**config.mk**
```make
export PLATFORM = sky130hd
export DESIGN_NAME = lfu_cache_key_value_store
export DESIGN_NICKNAME = d
export VERILOG_FILES = /design/src/hdl/lfu_pkg.sv /design/src/hdl/lfu_scan.sv /design/src/hdl/lfu_cache_key_value_store.sv
export SDC_FILE = /design/constraint.sdc
export NUM_CORES = 2
export LEC_CHECK = 0
export BUFFER_PORTS_ARGS = -buffer_cell sky130_fd_sc_hd__buf_2
export CAP_MARGIN = 0
export CORE_ASPECT_RATIO = 1.75
export CORE_UTILIZATION = 55
export DETAILED_ROUTE_END_ITERATION = 16
export PLACE_DENSITY = 0.71
export SYNTH_ARGS = -nofsm -noshare
export SYNTH_HDL_FRONTEND = slang
export SYNTH_HIERARCHICAL = 1
export SYNTH_SLANG_ARGS = --single-unit
```
**constraint.sdc**
```tcl
create_clock -name clk -period 7.1 [get_ports clk]
set_input_delay 1.065 -clock clk [delete_from_list [all_inputs] [get_ports clk]]
set_output_delay 1.065 -clock clk [all_outputs]
set_load 0.05 [all_outputs]
```
**src/hdl/lfu_pkg.sv**
```systemverilog
// Shared types and constants for the LFU key-value store.
package lfu_pkg;

  localparam int MAX_ENTRIES_DEF = 16;

  localparam int KEY_W = 32;
  localparam int VAL_W = 32;
  localparam int USE_W = 32;
  localparam int CAP_W = 5;

  localparam logic [CAP_W-1:0] CAP_RESET  = 5'd16;
  localparam logic [VAL_W-1:0] MISS_VALUE = 32'hFFFF_FFFF;
  localparam logic [USE_W-1:0] USE_FIRST  = 32'd1;

  localparam logic ACT_GET = 1'b0;
  localparam logic ACT_PUT = 1'b1;

  typedef enum logic [1:0] {
    ST_IDLE,
    ST_SCAN,
    ST_DECIDE,
    ST_OUT
  } lfu_state_t;

  // What the entry walk has found so far
  typedef struct packed {
    logic found;
    logic have_victim;
    logic have_free;
  } scan_flags_t;

endpackage

```
**src/hdl/lfu_scan.sv**
```systemverilog
// Entry walk: key match, least-used victim search and first free slot.
module lfu_scan #(
  parameter int MAX_ENTRIES = lfu_pkg::MAX_ENTRIES_DEF,
  localparam int IDX_W = (MAX_ENTRIES > 1) ? $clog2(MAX_ENTRIES) : 1
) (
  input  logic                     clk,
  input  logic                     rst_n,
  input  logic                     start,
  input  logic                     beat_vld,
  input  logic [IDX_W-1:0]         beat_idx,
  input  logic                     beat_live,
  input  logic [lfu_pkg::KEY_W-1:0] beat_key,
  input  logic [lfu_pkg::USE_W-1:0] beat_use,
  input  logic [lfu_pkg::KEY_W-1:0] req_key,
  output lfu_pkg::scan_flags_t     flags,
  output logic [IDX_W-1:0]         match_idx,
  output logic [lfu_pkg::USE_W-1:0] match_use,
  output logic [IDX_W-1:0]         victim_idx,
  output logic [IDX_W-1:0]         free_idx
);

  lfu_pkg::scan_flags_t flags_r, flags_nxt;
  logic [IDX_W-1:0]          match_idx_r, victim_idx_r, free_idx_r;
  logic [lfu_pkg::USE_W-1:0] match_use_r, vic_use_r;
  logic [lfu_pkg::KEY_W-1:0] vic_key_r;
  logic                      is_match, is_lower, is_first_free;

  always_comb begin
    is_match      = beat_vld && beat_live && !flags_r.found && (beat_key == req_key);
    // lower count wins; equal counts go to the smaller signed key
    is_lower      = beat_vld && beat_live &&
                    (!flags_r.have_victim || (beat_use < vic_use_r) ||
                     ((beat_use == vic_use_r) && ($signed(beat_key) < $signed(vic_key_r))));
    is_first_free = beat_vld && !beat_live && !flags_r.have_free;
    flags_nxt             = flags_r;
    flags_nxt.found       = flags_r.found || is_match;
    flags_nxt.have_victim = flags_r.have_victim || is_lower;
    flags_nxt.have_free   = flags_r.have_free || is_first_free;
  end

  always_ff @(posedge clk) begin
    if (!rst_n || start) begin
      flags_r <= '0;
    end else begin
      flags_r <= flags_nxt;
    end
  end

  always_ff @(posedge clk) begin
    if (is_match) begin
      match_idx_r <= beat_idx;
      match_use_r <= beat_use;
    end
    if (is_lower) begin
      victim_idx_r <= beat_idx;
      vic_use_r    <= beat_use;
      vic_key_r    <= beat_key;
    end
    if (is_first_free) begin
      free_idx_r <= beat_idx;
    end
  end

  assign flags      = flags_r;
  assign match_idx  = match_idx_r;
  assign match_use  = match_use_r;
  assign victim_idx = victim_idx_r;
  assign free_idx   = free_idx_r;

endmodule

```
**src/hdl/lfu_cache_key_value_store.sv**
```systemverilog
// LFU key-value store top level: sequencer, entry memories and result port.
//
//   channel | direction | handshake         | beat carries
//   in_     | input     | in_valid/in_stall | action, lookup_key, write_value
//   out_    | output    | out_valid/out_stall | hit, read_value, evicted
//   cfg_    | input     | cfg_valid/cfg_ready | cache_capacity
//
// Each item runs through the sequencer states in order: the compare unit
// walks one entry a cycle through the key and use-count memories, the decide
// state decides and writes back, the out state shows the result until it is
// taken, and the sequencer then returns to idle.
// Reset is synchronous and clears the valid bits, the live count and the
// sequencer; the entry memories need no clearing. A stalled result holds
// the block, and input stays stalled until the result beat has gone.
module lfu_cache_key_value_store #(
  parameter int MAX_ENTRIES = lfu_pkg::MAX_ENTRIES_DEF
) (
  input  logic                         clk,
  input  logic                         rst_n,
  input  logic                         in_valid,
  output logic                         in_stall,
  input  logic                         in_action,
  input  logic signed [lfu_pkg::KEY_W-1:0] in_lookup_key,
  input  logic signed [lfu_pkg::VAL_W-1:0] in_write_value,
  output logic                         out_valid,
  input  logic                         out_stall,
  output logic                         out_hit,
  output logic signed [lfu_pkg::VAL_W-1:0] out_read_value,
  output logic                         out_evicted,
  input  logic                         cfg_valid,
  output logic                         cfg_ready,
  input  logic [lfu_pkg::CAP_W-1:0]    cfg_cache_capacity
);

  localparam int IDX_W  = (MAX_ENTRIES > 1) ? $clog2(MAX_ENTRIES) : 1;
  localparam int SCNT_W = IDX_W + 1;
  localparam int LIVE_W = $clog2(MAX_ENTRIES + 1);
  localparam int CMP_W  = (LIVE_W > lfu_pkg::CAP_W) ? LIVE_W : lfu_pkg::CAP_W;

  lfu_pkg::lfu_state_t state_r, state_nxt;

  logic [lfu_pkg::CAP_W-1:0] cap_r;
  logic [MAX_ENTRIES-1:0]    valid_r;
  logic [LIVE_W-1:0]         live_r;
  logic [SCNT_W-1:0]         scan_cnt_r;
  logic                      beat_vld_r;
  logic [IDX_W-1:0]          beat_idx_r;

  logic                      action_r;
  logic [lfu_pkg::KEY_W-1:0] req_key_r;
  logic [lfu_pkg::VAL_W-1:0] req_value_r;
  logic                      hit_r, evict_r;

  logic [lfu_pkg::KEY_W-1:0] key_mem_r [MAX_ENTRIES];
  logic [lfu_pkg::VAL_W-1:0] val_mem_r [MAX_ENTRIES];
  logic [lfu_pkg::USE_W-1:0] use_mem_r [MAX_ENTRIES];
  logic [lfu_pkg::KEY_W-1:0] key_rd_r;
  logic [lfu_pkg::USE_W-1:0] use_rd_r;
  logic [lfu_pkg::VAL_W-1:0] val_rd_r;

  lfu_pkg::scan_flags_t      flags;
  logic [IDX_W-1:0]          match_idx, victim_idx, free_idx;
  logic [lfu_pkg::USE_W-1:0] match_use;

  logic                      in_accept, out_accept;
  logic                      scan_last, scan_rd, deciding;
  logic [IDX_W-1:0]          scan_addr;

  logic                      cap_zero, full, is_put;
  logic [CMP_W-1:0]          cap_ext, max_ext, eff_cap;
  logic                      ins, need_evict, do_ins, upd;
  logic [IDX_W-1:0]          slot;
  logic                      use_we, key_we, val_we;
  logic [IDX_W-1:0]          wr_addr;
  logic [lfu_pkg::USE_W-1:0] use_wd, use_up;

  assign in_accept  = in_valid && !in_stall;
  assign out_accept = out_valid && !out_stall;
  assign cfg_ready  = 1'b1;
  assign scan_last  = (scan_cnt_r == SCNT_W'(MAX_ENTRIES));
  assign scan_addr  = scan_cnt_r[IDX_W-1:0];

  // next state
  always_comb begin
    state_nxt = state_r;
    unique case (state_r)
      lfu_pkg::ST_IDLE:   if (in_accept) state_nxt = lfu_pkg::ST_SCAN;
      lfu_pkg::ST_SCAN:   if (scan_last) state_nxt = lfu_pkg::ST_DECIDE;
      lfu_pkg::ST_DECIDE: state_nxt = lfu_pkg::ST_OUT;
      lfu_pkg::ST_OUT:    if (out_accept) state_nxt = lfu_pkg::ST_IDLE;
      default:            state_nxt = lfu_pkg::ST_IDLE;
    endcase
  end

  // sequencer outputs
  always_comb begin
    in_stall  = 1'b1;
    out_valid = 1'b0;
    scan_rd   = 1'b0;
    deciding  = 1'b0;
    unique case (state_r)
      lfu_pkg::ST_IDLE:   in_stall  = 1'b0;
      lfu_pkg::ST_SCAN:   scan_rd   = !scan_last;
      lfu_pkg::ST_DECIDE: deciding  = 1'b1;
      lfu_pkg::ST_OUT:    out_valid = 1'b1;
      default:            in_stall  = 1'b1;
    endcase
  end

  always_ff @(posedge clk) begin
    if (!rst_n) begin
      state_r    <= lfu_pkg::ST_IDLE;
      cap_r      <= lfu_pkg::CAP_RESET;
      scan_cnt_r <= '0;
      beat_vld_r <= 1'b0;
    end else begin
      state_r    <= state_nxt;
      beat_vld_r <= scan_rd;
      if (cfg_valid && cfg_ready) begin
        cap_r <= cfg_cache_capacity;
      end
      if (in_accept) begin
        scan_cnt_r <= '0;
      end else if (scan_rd) begin
        scan_cnt_r <= scan_cnt_r + SCNT_W'(1);
      end
    end
  end

  always_ff @(posedge clk) begin
    beat_idx_r <= scan_addr;
    if (in_accept) begin
      action_r    <= in_action;
      req_key_r   <= in_lookup_key;
      req_value_r <= in_write_value;
    end
  end

  lfu_scan #(
    .MAX_ENTRIES (MAX_ENTRIES)
  ) u_scan (
    .clk        (clk),
    .rst_n      (rst_n),
    .start      (in_accept),
    .beat_vld   (beat_vld_r),
    .beat_idx   (beat_idx_r),
    .beat_live  (valid_r[beat_idx_r]),
    .beat_key   (key_rd_r),
    .beat_use   (use_rd_r),
    .req_key    (req_key_r),
    .flags      (flags),
    .match_idx  (match_idx),
    .match_use  (match_use),
    .victim_idx (victim_idx),
    .free_idx   (free_idx)
  );

  // write-back decision, applied in the decide cycle
  always_comb begin
    is_put     = (action_r == lfu_pkg::ACT_PUT);
    cap_zero   = (cap_r == '0);
    cap_ext    = CMP_W'(cap_r);
    max_ext    = CMP_W'(MAX_ENTRIES);
    eff_cap    = (cap_ext > max_ext) ? max_ext : cap_ext;
    full       = (CMP_W'(live_r) >= eff_cap);
    ins        = is_put && !cap_zero && !flags.found;
    need_evict = ins && full && flags.have_victim;
    do_ins     = ins && (need_evict || flags.have_free);
    upd        = flags.found && (!is_put || !cap_zero);
    slot       = need_evict ? victim_idx : free_idx;
    use_up     = (match_use == '1) ? match_use : match_use + lfu_pkg::USE_FIRST;
    wr_addr    = upd ? match_idx : slot;
    use_wd     = upd ? use_up : lfu_pkg::USE_FIRST;
    use_we     = deciding && (upd || do_ins);
    key_we     = deciding && do_ins;
    val_we     = deciding && (do_ins || (upd && is_put));
  end

  always_ff @(posedge clk) begin
    if (key_we) begin
      key_mem_r[wr_addr] <= req_key_r;
    end
    if (scan_rd) begin
      key_rd_r <= key_mem_r[scan_addr];
    end
  end

  always_ff @(posedge clk) begin
    if (use_we) begin
      use_mem_r[wr_addr] <= use_wd;
    end
    if (scan_rd) begin
      use_rd_r <= use_mem_r[scan_addr];
    end
  end

  always_ff @(posedge clk) begin
    if (val_we) begin
      val_mem_r[wr_addr] <= req_value_r;
    end
    if (deciding) begin
      val_rd_r <= val_mem_r[match_idx];
    end
  end

  always_ff @(posedge clk) begin
    if (!rst_n) begin
      valid_r <= '0;
      live_r  <= '0;
    end else if (deciding && do_ins) begin
      // the victim's slot is reused, so only a fresh slot grows the count
      valid_r[slot] <= 1'b1;
      if (!need_evict) begin
        live_r <= live_r + LIVE_W'(1);
      end
    end
  end

  always_ff @(posedge clk) begin
    if (deciding) begin
      hit_r   <= flags.found;
      evict_r <= need_evict;
    end
  end

  assign out_hit        = hit_r;
  assign out_evicted    = evict_r;
  assign out_read_value = (action_r == lfu_pkg::ACT_PUT) ? req_value_r :
                          (hit_r ? val_rd_r : lfu_pkg::MISS_VALUE);

endmodule

```
; Word level (Yosys, flattened, before mapping)
; Memory sizes are Yosys's and may differ from the RTL's. A register that Yosys moved wholly into a read port is not among the register bits.
; Index checks and enable logic that the tools add are counted.
[word_totals]
register_bits = 216
output_inout_bits = 37
memories = 3
inputBits = 75
ramBits = 1536
word_cells = 116
[mem_list]
columns = name, depth, width, read_ports, rd_ports_with_merged_regs, wr, line
row1 = key_mem_r, 16, 32, 1, 1, 1, lfu_cache_key_value_store.sv:54  ; logic [lfu_pkg::KEY_W-1:0] key_mem_r [MAX_ENTRIES];
row2 = use_mem_r, 16, 32, 1, 1, 1, lfu_cache_key_value_store.sv:56  ; logic [lfu_pkg::USE_W-1:0] use_mem_r [MAX_ENTRIES];
row3 = val_mem_r, 16, 32, 1, 1, 1, lfu_cache_key_value_store.sv:55  ; logic [lfu_pkg::VAL_W-1:0] val_mem_r [MAX_ENTRIES];
[op_classes]
bitwise = 3
n_eq_ne = 10
add_sub_neg = 3
mux = 25
n_lt_le_gt_ge = 7
n_reduce_logical = 44
[op_table]
columns = cell, count
row1 = 32-bit two-way mux, 4
row2 = 32-bit equality test, 2
row3 = 32-bit < comparator, 2
row4 = 32-bit by 1-bit adder with 32-bit output (second input constant), 1
row5 = 32-bit equality test (second input constant), 1
row6 = 1-bit logical AND, 20
row7 = 16-bit bitwise OR, 1
row8 = 1-bit two-way mux, 12
row9 = 5-bit by 1-bit adder with 5-bit output (second input constant), 2
row10 = 1-bit logical OR, 10
row11 = 4-bit by 5-bit < comparator with 1-bit output (second input constant), 2
row12 = 1-bit zero test, 9
row13 = 4-bit two-way mux, 2
row14 = 2-bit one-hot mux with 4 select lines, 1
row15 = 2-bit two-way mux, 3
row16 = 5-bit equality test (second input constant), 1
row17 = 5-bit greater-or-equal comparator, 1
row18 = 5-bit greater-than comparator (second input constant), 1
row19 = 5-bit zero test, 1
row20 = 5-bit two-way mux, 1
row21 = 1-bit binary-select mux with 4-bit select, 1
row22 = 1-bit demux with 4-bit select, 1
row23 = 2-bit equality test (second input constant), 2
row24 = 4-bit by 1-bit greater-or-equal comparator with 1-bit output (second input constant), 1
row25 = other kinds (8), 10

; Longest topological paths before layout
[depth]
depth_word = 12
depth_mapped = 11
mapped_depth_nobuf = 11

; Hierarchy
; Netlist, hierarchy kept.
[modules_own_cells]
columns = module, seq_area_each_um2, cells_each, n_inst, area_per_inst_um2
row1 = lfu_cache_key_value_store, 51779.7, 2743, 1, 65741.8
row2 = lfu_scan, 3303.2, 389, 1, 5328.9

; Worst setup path before layout
; Ideal clock, no wire load.
[synth_path]
path_type = register to register
from = register cap_r (netlist bit cap_ext[4])
to = memory key_mem_r[6][0] (netlist name) (enable)
t_required_ns = 6.598
arrival_time_ns = 5.393
path_stages_with_launch = 10
period_less_slack_ns = 5.895
setup_time_ns = 0.502
n_path_buf = 1
path_slack_ns = 1.205
cell_sequence = dfxtp_1 and2b_1 ha_1 nand2b_1 a31oi_1 o22ai_1 nand2_2 a221o_1 buf_4 nor4_1
[synth_between]
elab_chain_len = 11
word_cells_on_any_way = 18
cone_classes = order compare: 2 / mux: 5 / reduce/logical: 11
[synth_lines]
columns = item, line
row1 = start: declaration, lfu_cache_key_value_store.sv:42  ; logic [lfu_pkg::CAP_W-1:0] cap_r;
row2 = start signal: assignment, lfu_cache_key_value_store.sv:113  ; cap_r <= lfu_pkg::CAP_RESET;
row3 = start signal: assignment, lfu_cache_key_value_store.sv:120  ; cap_r <= cfg_cache_capacity;
row4 = branches (longest 11 deep; another with 5-bit greater-than comparator), -
row5 = end: declaration, lfu_cache_key_value_store.sv:54
; Several ways; the timed one is not identified.

; Worst setup path after layout
[layout_path]
from = register cap_r (netlist bit cap_ext[4])
to = memory use_mem_r[1][30] (netlist name) (enable)
[layout_between]
elab_chain_len = 12
word_cells_on_any_way = 19
cone_classes = order compare: 2 / mux: 5 / reduce/logical: 12
[layout_lines]
columns = item, line
row1 = branches (longest 12 deep; another with 5-bit greater-than comparator), -
row2 = end: declaration, lfu_cache_key_value_store.sv:56
; Several ways; the timed one is not identified.

==> flow_metrics.py <==
metrics = {
    "yosys": {
        "synthesis.instances": 3132,
        "synthDistinctLibCells": 68,
        "ys.warnings.count": 6,
        "top_flip_flop_cell_by_instance_count_after_synthesis": "sky130_fd_sc_hd__edfxtp_1",
        "post_synth_instance_area_um2": 71100,
        "synth_area_per_cell_um2": 22.7,
        "synth_compound_gate_area_share_pct": 1.59,
        "fraction_of_the_mapped_netlist_area_in_adder_cells_pct": 1.36,
        "muxShareOfSynthArea_pct": 15.5,
        "number_of_flops_mapped_to_enable_cells_by_yosys": 1807,
        "seq_area_frac_synth_pct": 77.5,
        "synth_xor_xnor_area_share_pct": 0.813,
        "synth-seq-cells": 1848,
        "synth_top_family_by_area": "multiplexers",
        "synth_simple_gate_area_share_pct": 2.08,
        "total_nets_after_synthesis": 3284,
        "ys_async_sr_fraction_pct": 0,
    },
    "cts": {
        "cts_root_buf": "sky130_fd_sc_hd__clkbuf_16",
        "clock_latency_late_sink_ns": 0.79,
        "htree_num_levels": 4,
        "cts_post_setup_buffers_inserted": 0,
        "holdBufCountCts": 0,
        "clock_sink_count": 1848,
        "ctsLongestPathBuffers": 3,
        "post_cts.resized_instances": 0,
        "tritoncts": "done",
        "cts.clk_slew.worst_paths_ns": 0.07,
        "cts_buf_count": 153,
    },
    "setup_path": {
        "timing.critical_path.fanout_max": 32,
        "crit_arrival_ns": 5.59,
        "endpoint_kind": "flop",
        "setup.worst_path.start": "cap_ext[4]",
        "rr_startpoint": "cap_ext[4]",
        "critPathKind": "flop to flop",
        "worst_r2r_path_depth": 9,
        "worstSetupPathDepth": 9,
        "crit_path_cell_trace": "and2b_1 > ha_1 > nand2b_1 > a31oi_1 > o22ai_1 > nand2_2 > a221oi_4 > nand2_1 > nor2_4",
        "regToRegEndpoint": "use_mem_r[1][30]",
        "worst_ep_required_time_ns": 7.49,
        "slowest_delay_ns": 1.26,
        "worst_path_dominant_cell_family": "simple AND/OR/NAND/NOR gates",
        "slowest_cell_on_the_critical_path": "sky130_fd_sc_hd__nor2_4",
        "timing.reg2reg.setup_slack_ns": 1.90,
        "crit_end": "use_mem_r[1][30]",
        "worst-path-buf-inv": 0,
        "setup.worst_path.start_class": "flop",
    },
    "route": {
        "remaining_drc_errors": 0,
        "drt_pre_antenna_iters": 7,
        "vias_per_cell": 6.32,
        "total_number_of_vias": 32384,
        "postRouteAntennaNets": 0,
        "dr.first_iter.drc_count": 3117,
        "route.final.wire_length_um": 156000,
        "wl_per_cell_um": 30.3,
    },
    "layout": {
        "post_route_cells_drive_above_1_share_pct": 27.6,
        "seq_area_um2": 55100,
        "final.fill_count": 8396,
        "fin_nets": 3476,
        "multi_input_logic_area_um2": 15600,
        "postLayoutCellArea_um2": 79200,
        "synthToLayoutAreaGrowth_pct": 11.4,
    },
    "grt": {
        "first_pass_grt_wire_length_um": 229000,
        "antenna_found_initial": 7,
        "first_global_vias": 34357,
        "grt_start_max_net_pins": 118,
        "grtUsageTotal_pct": 24.3,
        "overflow": 0,
    },
    "power_and_ir_drop": {
        "powerDensity_nw_per_um2": 308,
        "vdd.ir_drop.worst_uv": 421,
        "power_switching_mw": 5.97,
        "part_of_the_power_in_combinational_logic_pct": 9.4,
        "leakagePower_nw": 25.9,
        "p_clk_share_pct": 35.2,
        "power_mw": 24.4,
        "internal_dissipation_mw": 18.4,
        "p_seq_share_pct": 55.4,
        "p_sw_share_pct": 24.5,
    },
    "timing": {
        "skew_ns": 0.0282,
        "worst_pin_slew_ns": 1.41,
        "maximum_clock_rate_mhz": 192,
        "report.final.slew_viol_count": 0,
        "period_minus_slack_ns": 5.20,
        "min_period_over_period_pct": 73.3,
        "maxSlewHeadroom_pct": 5.46,
        "grt_setup_unrepaired": "no",
        "setup-tns-final_ns": 0,
        "setup_viol_count_final": 0,
        "layout_setup_ws_ns": 1.90,
        "hold_viol_final": 0,
    },
    "die": {
        "die_span_x_um": 274,
        "die_y_um": 478,
        "start_util_pct": 55.4,
        "total_number_of_placement_rows": 174,
        "core_area_um2": 128000,
        "floorplan.io_pins": 112,
        "die-area_um2": 131000,
    },
    "place": {
        "gp_congestion": 0.869,
        "dp_hpwl_um": 92100,
        "dp_worst_setup_slack_ns": 1.88,
        "dpl_cell_area_um2": 74100,
        "port-buffer-count": 110,
    },
    "flow_run": {
        "drv.max_cap_violation_count": 0,
    },
    "worst_hold_path": {
        "classification_of_the_worst_slack_hold_path": "primary input to flop",
    },
    "run_status": {
        "result_of_the_run": "complete, no violations",
    },
}
-- placed cells by master, fill, tap and decap left out, types with 9 or more instances in the layout --
cell type,netlist,routed
sky130_fd_sc_hd__clkinv_1,1,31
sky130_fd_sc_hd__clkbuf_1,90,27
sky130_fd_sc_hd__edfxtp_1,1807,1807
sky130_fd_sc_hd__inv_1,84,84
sky130_fd_sc_hd__mux4_2,485,485
sky130_fd_sc_hd__bufinv_16,0,17
sky130_fd_sc_hd__dfxtp_1,41,37
sky130_fd_sc_hd__clkinv_2,0,20
sky130_fd_sc_hd__nor2_4,0,35
sky130_fd_sc_hd__nor2_1,97,62
sky130_fd_sc_hd__o21ai_0,16,16
sky130_fd_sc_hd__xor2_1,26,26
sky130_fd_sc_hd__nor4_4,0,11
sky130_fd_sc_hd__xnor2_1,40,40
sky130_fd_sc_hd__clkinvlp_4,0,11
sky130_fd_sc_hd__buf_2,2,110
sky130_fd_sc_hd__ha_1,77,76
sky130_fd_sc_hd__o22a_1,33,33
sky130_fd_sc_hd__buf_4,2,55
sky130_fd_sc_hd__nand3_1,26,25
sky130_fd_sc_hd__nand4_1,26,26
sky130_fd_sc_hd__clkbuf_16,0,155
sky130_fd_sc_hd__nand2_1,47,47
sky130_fd_sc_hd__o21a_1,19,19
sky130_fd_sc_hd__inv_6,0,9
sky130_fd_sc_hd__a21oi_1,40,40
-- cells in the mapped netlist (2+ instances only) --
cell type                  instances  area share, %
sky130_fd_sc_hd__a211oi_1          5          0.053
sky130_fd_sc_hd__a21o_1            5          0.053
sky130_fd_sc_hd__a21oi_1          40           0.28
sky130_fd_sc_hd__a221o_1           3          0.042
sky130_fd_sc_hd__a221oi_4          2          0.074
sky130_fd_sc_hd__a31oi_1           3          0.026
sky130_fd_sc_hd__and2_1            5          0.044
sky130_fd_sc_hd__and3_1            5          0.044
sky130_fd_sc_hd__and3_4            2          0.032
sky130_fd_sc_hd__and4_1            5          0.062
sky130_fd_sc_hd__buf_1            36           0.19
sky130_fd_sc_hd__buf_2             2          0.014
sky130_fd_sc_hd__buf_4             2          0.021
sky130_fd_sc_hd__buf_6             2          0.032
sky130_fd_sc_hd__clkbuf_1         90           0.48
sky130_fd_sc_hd__dfxtp_1          41            1.2
sky130_fd_sc_hd__edfxtp_1       1807             76
sky130_fd_sc_hd__ha_1             77            1.4
sky130_fd_sc_hd__inv_1            84           0.44
sky130_fd_sc_hd__mux2i_1           7          0.099
sky130_fd_sc_hd__mux4_2          485             15
sky130_fd_sc_hd__nand2_1          47           0.25
sky130_fd_sc_hd__nand2b_1          4          0.035
sky130_fd_sc_hd__nand3_1          26           0.18
sky130_fd_sc_hd__nand3b_1          2          0.021
sky130_fd_sc_hd__nand4_1          26           0.23
sky130_fd_sc_hd__nor2_1           97           0.51
sky130_fd_sc_hd__nor2b_1           8          0.070
sky130_fd_sc_hd__nor3_1           10          0.070
sky130_fd_sc_hd__nor3b_1           2          0.021
sky130_fd_sc_hd__nor4_1            9          0.079
sky130_fd_sc_hd__nor4_2           11           0.19
sky130_fd_sc_hd__nor4b_1           2          0.025
sky130_fd_sc_hd__o211a_1           2          0.028
sky130_fd_sc_hd__o211ai_1          4          0.042
sky130_fd_sc_hd__o21a_1           19           0.20
sky130_fd_sc_hd__o21ai_0          16           0.11
sky130_fd_sc_hd__o22a_1           33           0.41
sky130_fd_sc_hd__o22ai_1           2          0.018
sky130_fd_sc_hd__o31ai_1           4          0.042
sky130_fd_sc_hd__or2_2             2          0.018
sky130_fd_sc_hd__or3_1             7          0.062
sky130_fd_sc_hd__or4_1             2          0.021
sky130_fd_sc_hd__xnor2_1          40           0.49
sky130_fd_sc_hd__xor2_1           26           0.32
-- flip-flops by register name, indices dropped and copies added, names as in the netlist, 16 cells and up --
| register | flops |
|---|---|
| valid_r | 16 |
| u_scan/vic_use_r | 32 |
| val_mem_r | 512 |
| val_rd_r | 32 |
| req_key_r | 32 |
| key_mem_r | 512 |
| u_scan/match_use | 32 |
| use_mem_r | 512 |
| use_rd_r | 32 |
| u_scan/vic_key_r | 32 |
| req_value_r | 32 |
| key_rd_r | 32 |
-- metrics by stage --
step / hold WS [ns] / instances / util (%)
after floorplan: 0.329 / 3132 / -
after global placement: 0.445 / 4840 / 57.8
after detailed placement: 0.452 / 4840 / 57.8
after CTS: 0.398 / 5122 / 61.7
after global routing: 0.415 / 5124 / 61.7
final: 0.455 / 5127 / 61.7
-- per-layer routing --
metal | share of wire (%) | routed length, µm | GRT usage, % | vias up
li1 | - | - | - | 13535
met2 | 55 | 86200 | 44.4 | 1164
met4 | 2.9 | 4560 | 7.61 | 8
met3 | 5.2 | 8160 | 3.28 | 259
met5 | 0.033 | 51 | 0 | -
met1 | 36 | 56500 | 29.7 | 17418
-- cell type report --
class                           count  area share, %
Antenna cell                        4         0.0126
Clock buffer                      183           5.04
Clock inverter                     99           1.34
Inverter                           85          0.403
Multi-Input combinational cell   1067           19.6
Sequential cell                  1848           69.6
Tap cell                         1672           2.64
Timing Repair Buffer              169           1.32
-- kinds of logic after synthesis --
logic type               count (synthesis)
AO/OA/AOI/OAI                          152
flip-flops                            1848
other                                    1
adder cells (fa/ha/maj)                 77
XOR/XNOR                                66
multiplexers                           492
buffers and inverters                  217
AND/OR/NAND/NOR                        279
-- power groups by stage --
| stage | Sequential (mW) | Clock (mW) | Combinational [mW] |
|---|---|---|---|
| 3_3_place_gp | 13.7 | 0 | 2.28 |
| 3_5_place_dp | 13.7 | 0 | 2.33 |
| 4_1_cts | 13.5 | 8.69 | 2.34 |
| 5_1_grt | 13.6 | 9.08 | 2.47 |
| 6_report | 13.5 | 8.57 | 2.29 |
| 2_1_floorplan | 13.3 | 0 | 1.75 |
-- worst min-delay path by stage --
| stage | cells past startpoint | startpoint | endpoint | slack [ns] |
|---|---|---|---|---|
| global placement | 1 | valid_r[9] | valid_r[9] | 0.44 |
| finish | 1 | in_lookup_key[25] | req_key_r[25] | 0.45 |
| detailed placement | 1 | valid_r[9] | valid_r[9] | 0.45 |
| global route | 1 | in_write_value[26] | req_value_r[26] | 0.42 |
| floorplan | 0 | scan_cnt_r[2] | beat_idx_r[2] | 0.33 |
| CTS | 1 | in_lookup_key[25] | req_key_r[25] | 0.40 |
Power figures use the tool's default switching activity.
